--- src/hdl/mbce_pkg.sv ---
// Shared types and constants for the multi-burst clap envelope block.
// Used by the channel interfaces, the register file, the sequencer and the multiplier.
// Depends on nothing.
package mbce_pkg;

	localparam int SAMPLE_W = 16;
	localparam int LEVEL_W  = 32;
	localparam int RATE_W   = 31;
	localparam int PROD_W   = 2 * SAMPLE_W;
	localparam int PADDR_W  = 3;
	localparam int PDATA_W  = 32;

	localparam logic [LEVEL_W-1:0] LEVEL_START = 32'h7fff_0000;
	localparam logic [LEVEL_W-1:0] LEVEL_FLOOR = 32'h0000_ffff;

	localparam logic [2:0] STAGE_FIRST = 3'd0;
	localparam logic [2:0] STAGE_TAIL  = 3'd6;
	localparam logic [2:0] STAGE_IDLE  = 3'd7;

	// floor(x / 3) for x below 2**31 equals (x * TAIL_RECIP) >> TAIL_SHIFT.
	localparam logic [31:0] TAIL_RECIP = 32'haaaa_aaab;
	localparam int          TAIL_SHIFT = 33;
	localparam int          TAIL_PROD_W = RATE_W + 32;

	localparam logic REQ_SAMPLES = 1'b0;
	localparam logic REQ_TRIGGER = 1'b1;

	localparam logic REG_BURST = 1'b0;
	localparam logic REG_GAP   = 1'b1;

	typedef enum logic [2:0] {
		ST_IDLE,
		ST_SQ_A,
		ST_SC_A,
		ST_SQ_B,
		ST_SC_B,
		ST_OUT
	} seq_state_t;

	typedef struct packed {
		logic [RATE_W-1:0] burst;
		logic [RATE_W-1:0] gap;
		logic [RATE_W-1:0] tail;
	} rates_t;

	typedef struct packed {
		logic                       en;
		logic signed [SAMPLE_W-1:0] op_a;
		logic signed [SAMPLE_W-1:0] op_b;
	} mul_req_t;

endpackage

--- src/hdl/mbce_if.sv ---
// Valid/ready channel interfaces for the clap envelope block.
// mbce_req_if carries requests in, mbce_rsp_if carries enveloped sample pairs out.
// Depends on mbce_pkg.
interface mbce_req_if
	import mbce_pkg::*;
();
	logic                       valid;
	logic                       ready;
	logic                       req_type;
	logic signed [SAMPLE_W-1:0] sample_first;
	logic signed [SAMPLE_W-1:0] sample_second;

	modport source (output valid, output req_type, output sample_first,
		output sample_second, input ready);
	modport sink (input valid, input req_type, input sample_first,
		input sample_second, output ready);
endinterface

interface mbce_rsp_if
	import mbce_pkg::*;
();
	logic                       valid;
	logic                       ready;
	logic signed [SAMPLE_W-1:0] out_first;
	logic signed [SAMPLE_W-1:0] out_second;

	modport source (output valid, output out_first, output out_second, input ready);
	modport sink (input valid, input out_first, input out_second, output ready);
endinterface

--- src/hdl/mbce_regs.sv ---
// APB configuration registers: burst rate and gap rate, plus the derived tail rate.
// The tail rate is one third of the burst rate, computed as the register is written.
// Depends on mbce_pkg.
module mbce_regs
	import mbce_pkg::*;
(
	input  logic               clk,
	input  logic               arst_n,
	input  logic               psel,
	input  logic               penable,
	input  logic               pwrite,
	input  logic [PADDR_W-1:0] paddr,
	input  logic [PDATA_W-1:0] pwdata,
	output logic [PDATA_W-1:0] prdata,
	output logic               pready,
	output rates_t             rates
);

	logic                   wr_en;
	logic [TAIL_PROD_W-1:0] tail_prod;
	logic [RATE_W-1:0]      burst_q;
	logic [RATE_W-1:0]      gap_q;
	logic [RATE_W-1:0]      tail_q;

	assign pready    = 1'b1;
	assign wr_en     = psel && penable && pwrite;
	assign tail_prod = TAIL_PROD_W'(pwdata[RATE_W-1:0]) * TAIL_PROD_W'(TAIL_RECIP);

	always_ff @(posedge clk or negedge arst_n) begin
		if (!arst_n) begin
			burst_q <= '0;
			gap_q   <= '0;
			tail_q  <= '0;
		end else if (wr_en) begin
			case (paddr[2])
				REG_BURST: begin
					burst_q <= pwdata[RATE_W-1:0];
					tail_q  <= RATE_W'(tail_prod >> TAIL_SHIFT);
				end
				REG_GAP: begin
					gap_q <= pwdata[RATE_W-1:0];
				end
				default: begin
				end
			endcase
		end
	end

	always_comb begin
		case (paddr[2])
			REG_BURST: prdata = PDATA_W'(burst_q);
			REG_GAP:   prdata = PDATA_W'(gap_q);
			default:   prdata = '0;
		endcase
	end

	assign rates.burst = burst_q;
	assign rates.gap   = gap_q;
	assign rates.tail  = tail_q;

endmodule

--- src/hdl/mbce_mul.sv ---
// Shared signed 16 by 16 multiplier with a registered product.
// Used for both the level square and the sample scaling of every sample.
// Depends on mbce_pkg.
module mbce_mul
	import mbce_pkg::*;
(
	input  logic                     clk,
	input  mul_req_t                 mul_req,
	output logic signed [PROD_W-1:0] prod
);

	logic signed [PROD_W-1:0] prod_full;
	logic signed [PROD_W-1:0] prod_q;

	assign prod_full = $signed(mul_req.op_a) * $signed(mul_req.op_b);

	always_ff @(posedge clk) begin
		if (mul_req.en) begin
			prod_q <= prod_full;
		end
	end

	assign prod = prod_q;

endmodule

--- src/hdl/mbce_ctrl.sv ---
// Sequencer for the clap envelope: level and stage state, four passes through the
// shared multiplier per sample pair, and the output register.
// Depends on mbce_pkg and the channel interfaces.
module mbce_ctrl
	import mbce_pkg::*;
(
	input  logic                     clk,
	input  logic                     arst_n,
	mbce_req_if.sink                 req,
	mbce_rsp_if.source               rsp,
	input  rates_t                   rates,
	output mul_req_t                 mul_req,
	input  logic signed [PROD_W-1:0] prod
);

	seq_state_t                 state_q;
	seq_state_t                 state_next;
	logic [2:0]                 stage_q;
	logic [LEVEL_W-1:0]         level_q;
	logic signed [SAMPLE_W-1:0] samp_a_q;
	logic signed [SAMPLE_W-1:0] samp_b_q;
	logic signed [SAMPLE_W-1:0] first_q;
	logic                       out_valid_q;
	logic signed [SAMPLE_W-1:0] out_first_q;
	logic signed [SAMPLE_W-1:0] out_second_q;

	logic                       accept;
	logic                       out_free;
	logic                       done;
	logic                       audible;
	logic                       below_floor;
	logic [RATE_W-1:0]          rate;
	logic [LEVEL_W-1:0]         rate_ext;
	logic signed [SAMPLE_W-1:0] level_hi;
	logic signed [SAMPLE_W-1:0] gain;

	assign accept      = req.valid && req.ready;
	assign out_free    = !out_valid_q || rsp.ready;
	assign done        = (state_q == ST_OUT) && out_free;
	assign audible     = !stage_q[0] || (stage_q == STAGE_TAIL);
	assign below_floor = $signed(level_q) < $signed(LEVEL_FLOOR);
	assign rate_ext    = LEVEL_W'(rate);
	assign level_hi    = level_q[LEVEL_W-1 -: SAMPLE_W];
	assign gain        = prod[PROD_W-2 -: SAMPLE_W];

	always_comb begin
		if (stage_q == STAGE_TAIL) begin
			rate = rates.tail;
		end else if (stage_q[0]) begin
			rate = rates.gap;
		end else begin
			rate = rates.burst;
		end
	end

	always_comb begin
		state_next = state_q;
		case (state_q)
			ST_IDLE: begin
				if (accept && req.req_type == REQ_SAMPLES) begin
					state_next = ST_SQ_A;
				end
			end
			ST_SQ_A: state_next = ST_SC_A;
			ST_SC_A: state_next = ST_SQ_B;
			ST_SQ_B: state_next = ST_SC_B;
			ST_SC_B: state_next = ST_OUT;
			ST_OUT: begin
				if (out_free) begin
					state_next = ST_IDLE;
				end
			end
			default: state_next = ST_IDLE;
		endcase
	end

	always_comb begin
		req.ready    = 1'b0;
		mul_req.en   = 1'b0;
		mul_req.op_a = '0;
		mul_req.op_b = '0;
		case (state_q)
			ST_IDLE: req.ready = 1'b1;
			ST_SQ_A, ST_SQ_B: begin
				mul_req.en   = 1'b1;
				mul_req.op_a = level_hi;
				mul_req.op_b = level_hi;
			end
			ST_SC_A: begin
				mul_req.en   = 1'b1;
				mul_req.op_a = gain;
				mul_req.op_b = samp_a_q;
			end
			ST_SC_B: begin
				mul_req.en   = 1'b1;
				mul_req.op_a = gain;
				mul_req.op_b = samp_b_q;
			end
			default: begin
			end
		endcase
	end

	always_ff @(posedge clk or negedge arst_n) begin
		if (!arst_n) begin
			state_q <= ST_IDLE;
		end else begin
			state_q <= state_next;
		end
	end

	always_ff @(posedge clk or negedge arst_n) begin
		if (!arst_n) begin
			level_q <= '0;
			stage_q <= STAGE_IDLE;
		end else if (accept) begin
			if (req.req_type == REQ_TRIGGER) begin
				level_q <= LEVEL_START;
				stage_q <= STAGE_FIRST;
			end else begin
				level_q <= level_q - rate_ext;
			end
		end else if (state_q == ST_SQ_A) begin
			level_q <= level_q - rate_ext;
		end else if (done) begin
			if (stage_q == STAGE_IDLE) begin
				level_q <= '0;
			end else if (below_floor) begin
				level_q <= LEVEL_START;
				stage_q <= stage_q + 3'd1;
			end
		end
	end

	always_ff @(posedge clk) begin
		if (accept) begin
			samp_a_q <= req.sample_first;
			samp_b_q <= req.sample_second;
		end
		if (state_q == ST_SQ_B) begin
			first_q <= prod[PROD_W-1 -: SAMPLE_W];
		end
		if (done) begin
			out_first_q  <= audible ? first_q : '0;
			out_second_q <= audible ? prod[PROD_W-1 -: SAMPLE_W] : '0;
		end
	end

	always_ff @(posedge clk or negedge arst_n) begin
		if (!arst_n) begin
			out_valid_q <= 1'b0;
		end else if (done) begin
			out_valid_q <= 1'b1;
		end else if (rsp.ready) begin
			out_valid_q <= 1'b0;
		end
	end

	assign rsp.valid      = out_valid_q;
	assign rsp.out_first  = out_first_q;
	assign rsp.out_second = out_second_q;

	a_trigger_loads: assert property (@(posedge clk) disable iff (!arst_n)
		(accept && req.req_type == REQ_TRIGGER) |=>
		(level_q == LEVEL_START && stage_q == STAGE_FIRST))
		else $error("Trigger did not load the start level and first stage.");

	a_idle_clears_level: assert property (@(posedge clk) disable iff (!arst_n)
		(done && stage_q == STAGE_IDLE) |=> (level_q == '0 && stage_q == STAGE_IDLE))
		else $error("Idle stage did not clear the level.");

	a_stage_advance: assert property (@(posedge clk) disable iff (!arst_n)
		(done && stage_q != STAGE_IDLE && below_floor) |=>
		(stage_q == $past(stage_q) + 3'd1 && level_q == LEVEL_START))
		else $error("Stage did not advance with a level reload.");

	a_result_source: assert property (@(posedge clk) disable iff (!arst_n)
		$rose(out_valid_q) |-> $past(state_q) == ST_OUT)
		else $error("Result appeared outside the output step.");

endmodule

--- src/hdl/multi_burst_clap_envelope_top.sv ---
// Top level of the multi-burst clap envelope: APB registers, sequencer and shared multiplier.
// Depends on mbce_pkg, mbce_if, mbce_regs, mbce_mul and mbce_ctrl.
//
// A sample pair steps through ST_SQ_A, ST_SC_A, ST_SQ_B, ST_SC_B and ST_OUT, which loads the
// output register: the one 16 by 16 multiplier is used four times in turn, squaring the level
// and scaling the sample for each half of the pair. A trigger transaction gives no result. The
// request channel is ready again as soon as the result sits in the output register; the next
// pair is taken while that result waits, and stalls only at its own output step.
module multi_burst_clap_envelope_top
	import mbce_pkg::*;
(
	input  logic               clk,
	input  logic               arst_n,
	mbce_req_if.sink           req,
	mbce_rsp_if.source         rsp,
	input  logic               psel,
	input  logic               penable,
	input  logic               pwrite,
	input  logic [PADDR_W-1:0] paddr,
	input  logic [PDATA_W-1:0] pwdata,
	output logic [PDATA_W-1:0] prdata,
	output logic               pready
);

	rates_t                   rates;
	mul_req_t                 mul_req;
	logic signed [PROD_W-1:0] prod;

	mbce_regs u_regs (
		.clk     (clk),
		.arst_n  (arst_n),
		.psel    (psel),
		.penable (penable),
		.pwrite  (pwrite),
		.paddr   (paddr),
		.pwdata  (pwdata),
		.prdata  (prdata),
		.pready  (pready),
		.rates   (rates)
	);

	mbce_mul u_mul (
		.clk     (clk),
		.mul_req (mul_req),
		.prod    (prod)
	);

	mbce_ctrl u_ctrl (
		.clk     (clk),
		.arst_n  (arst_n),
		.req     (req),
		.rsp     (rsp),
		.rates   (rates),
		.mul_req (mul_req),
		.prod    (prod)
	);

endmodule

--- src/flat_wrapper.sv ---
// flat-port wrapper written by rule: the top's interface ports become plain ports
module multi_burst_clap_envelope_top_flat import mbce_pkg::*;
  (clk, arst_n, psel, penable, pwrite, paddr, pwdata, prdata, pready, req_valid, req_req_type, req_sample_first, req_sample_second, req_ready, rsp_valid, rsp_out_first, rsp_out_second, rsp_ready);
  mbce_req_if req_i ();
  mbce_rsp_if rsp_i ();
  input  logic clk;
  input  logic arst_n;
  input  logic psel;
  input  logic penable;
  input  logic pwrite;
  input  logic [PADDR_W-1:0] paddr;
  input  logic [PDATA_W-1:0] pwdata;
  output logic [PDATA_W-1:0] prdata;
  output logic pready;
  input wire logic [$bits(req_i.valid)-1:0] req_valid;
  input wire logic [$bits(req_i.req_type)-1:0] req_req_type;
  input wire logic [$bits(req_i.sample_first)-1:0] req_sample_first;
  input wire logic [$bits(req_i.sample_second)-1:0] req_sample_second;
  output wire logic [$bits(req_i.ready)-1:0] req_ready;
  output wire logic [$bits(rsp_i.valid)-1:0] rsp_valid;
  output wire logic [$bits(rsp_i.out_first)-1:0] rsp_out_first;
  output wire logic [$bits(rsp_i.out_second)-1:0] rsp_out_second;
  input wire logic [$bits(rsp_i.ready)-1:0] rsp_ready;
  assign req_i.valid = req_valid;
  assign req_i.req_type = req_req_type;
  assign req_i.sample_first = req_sample_first;
  assign req_i.sample_second = req_sample_second;
  assign req_ready = req_i.ready;
  assign rsp_valid = rsp_i.valid;
  assign rsp_out_first = rsp_i.out_first;
  assign rsp_out_second = rsp_i.out_second;
  assign rsp_i.ready = rsp_ready;
  multi_burst_clap_envelope_top u_core (.clk(clk), .arst_n(arst_n), .req(req_i), .rsp(rsp_i), .psel(psel), .penable(penable), .pwrite(pwrite), .paddr(paddr), .pwdata(pwdata), .prdata(prdata), .pready(pready));
endmodule
--- config.mk ---
export PLATFORM = sky130hd
export DESIGN_NAME = multi_burst_clap_envelope_top_flat
export DESIGN_NICKNAME = d
export VERILOG_FILES = /design/src/hdl/mbce_pkg.sv /design/src/hdl/mbce_if.sv /design/src/hdl/mbce_regs.sv /design/src/hdl/mbce_mul.sv /design/src/hdl/mbce_ctrl.sv /design/src/hdl/multi_burst_clap_envelope_top.sv /design/src/flat_wrapper.sv
export SDC_FILE = /design/constraint.sdc
export NUM_CORES = 2
export LEC_CHECK = 0
export ABC_AREA = 1
export BUFFER_PORTS_ARGS = -buffer_cell sky130_fd_sc_hd__buf_2
export CAP_MARGIN = 20
export CORE_AREA = 10 10 394 205
export DETAILED_ROUTE_END_ITERATION = 16
export DIE_AREA = 0 0 404 215
export PLACE_DENSITY_LB_ADDON = 0.12
export SETUP_SLACK_MARGIN = 0.2
export SYNTH_ARGS = -nofsm -noshare
export SYNTH_HDL_FRONTEND = slang
export SYNTH_HIERARCHICAL = 1
export SYNTH_SLANG_ARGS = --single-unit
--- constraint.sdc ---
create_clock -name clk -period 13.1 [get_ports clk]
set_input_delay 1.31 -clock clk [delete_from_list [all_inputs] [get_ports clk]]
set_output_delay 1.31 -clock clk [all_outputs]
set_load 0.02 [all_outputs]
==> impl_metrics.toml <==
[routing]
wl_per_cell_um = 21.29
initialDrtViolationCount = 3868
vias = 31530
antenna_left = 0
drc_errors = 0
wirelength_mm = 128.1
first_pass_iters = 6
via_per_inst = 5.242

[place]
dpl-instance-area_um2 = 38600
place_hpwl_mm = 109.1
place.gp.congestion = 1.073
place_inst = 5968
port_buffers = 136

[worst_hold_path]
hp-class = "register to register"

[die]
die_x_um = 404
core_um2 = 74090
die_area_um2 = 86860
die_h_um = 215
rows = 71
start_util = 0.4969
num_io_pins = 142

[final_layout]
layout_common_cells = "nand2_1 (1,523), inv_1 (1,221), fa_1 (483)"
area_growth_pct = 7.178
final_common_cell = "nand2_1"
final_area_um2 = 39460
post_layout_nonfiller_instances = 6015
drive_gt1_frac = 0.06521
finish.net_count = 5980
diodes = 0

[clocking]
post_cts_buffers = 0
clk_latency_ns = 0.61
htree_levels = 1
numClockSinks = 228
numCtsBuffers = 25
clock_path_buffers = 3
cts_hold_buf = 0
cts_tree = "built"
clkTransAtPathRegs_ns = 0.06
post_cts_resized = 0
cts_root_buffer = "clkbuf_16"

[synth]
syn_inst = 4922
synth_area_um2 = 36820
post_synth.cell_area_avg_um2 = 7.480
yosysWarnings = 6

[timing]
setup_viol = 0
max-slew-margin-rel = 0.2441
fin_worst_skew_ns = 0.02449
rsz0062_at_grt = "false"
drv_slew = 0
clock.fmax_ghz = 0.1115
period_needed_ns = 8.965
fin_crit_sh = 0.6844
setup_tns_ns = 0
whs_ns = 0.4618
worst_pin_slew_ns = 1.131
hold_viol = 0

[critical_path]
required_ns = 13.59
cp_slowest_cell = "fa_1"
cp_num_buf_inv = 3
path_max_fanout = 8
startpoint_type = "input port"
cp-end-kind = "register"
path_class = "input port to register"
crit_arrival_ns = 9.45
crit_top_cell = "nand2_1"
max_stage_delay_ns = 0.68
crit_family = "adder cells"

[grt]
grt.overflow.total = 0
track_usage = 0.2944
antenna_found_initial = 2
grt_pass1_wl_mm = 192.7
grt_pass1_vias = 30200
grt_max_degree = 92

[run_status]
status = "complete, no violations"

[job]
cap_violations = 0
==> area by class of cell <==
class | instances | area (um^2)
clock buffer | 36 | 706.9
tap | 985 | 1232
clock inverter | 10 | 131.4
timing repair buffer | 173 | 972.2
fill | 7265 | 34630
sequential | 228 | 6195
multi-input combinational | 3342 | 25560
inverter | 1241 | 4658
==> per-layer routing <==
metal	vias to the layer above	GRT usage	routed length, um
met5	-	0	0
met4	0	0.02358	1090
met3	64	0.1648	23740
met2	1724	0.3221	39940
met1	14910	0.4827	63290
li1	14840	-	-
==> state kept, by name, indices dropped and copies added, names as in the netlist, 16 cells and up <==
name and cells:
u_core/u_ctrl/samp_b_q 16, u_core/u_regs/gap_q 31, u_core/u_ctrl/rsp.out_second 16, u_core/u_regs/burst_q 31, u_core/u_ctrl/level_q 32, u_core/u_mul/prod 17
u_core/u_ctrl/first_q 16, u_core/u_ctrl/rsp.out_first 16, u_core/u_ctrl/samp_a_q 16, u_core/u_regs/tail_q 30
==> worst reg2reg max path: cells and delay by family, from the launching register on <==
| kind | cells | cell delay, ns |
|---|---|---|
| DFF | 1 | 0.41 |
| AOI/OAI and AO/OA | 1 | 0.76 |
| and+or+nand+nor | 12 | 1.40 |
| adders and majority gates | 7 | 4.14 |
| buffers and inverters | 11 | 1.22 |
==> path summary, 6_finish.rpt <==
kind / cells after the start / start / slack [ns] / to
max: 25 / pwdata[7] / 4.13 / u_core/u_regs/tail_q[26]
min: 0 / u_core/u_mul/prod[22] / 0.46 / u_core/u_ctrl/first_q[6]
max reg2reg: 31 / u_core/u_ctrl/state_q[0] / 4.90 / u_core/u_mul/prod[31]
min reg2reg: 0 / u_core/u_mul/prod[22] / 0.46 / u_core/u_ctrl/first_q[6]
max in group asynchronous: 2 / arst_n / 10.98 / u_core/u_regs/tail_q[12]
min in group asynchronous: 1 / arst_n / 0.78 / u_core/u_regs/tail_q[9]
==> metrics by stage <==
stage | utilization | setup slack [ns]
6_report | 0.5326 | 4.135
3_3_place_gp | 0.5211 | 4.225
5_1_grt | 0.5326 | 4.155
3_5_place_dp | 0.5211 | 4.136
2_1_floorplan | - | 5.912
4_1_cts | 0.5324 | 4.757
Power is left out: the tool's default activity adds up to more than one toggle a clock period on the data nets, which glitch-free logic cannot reach.
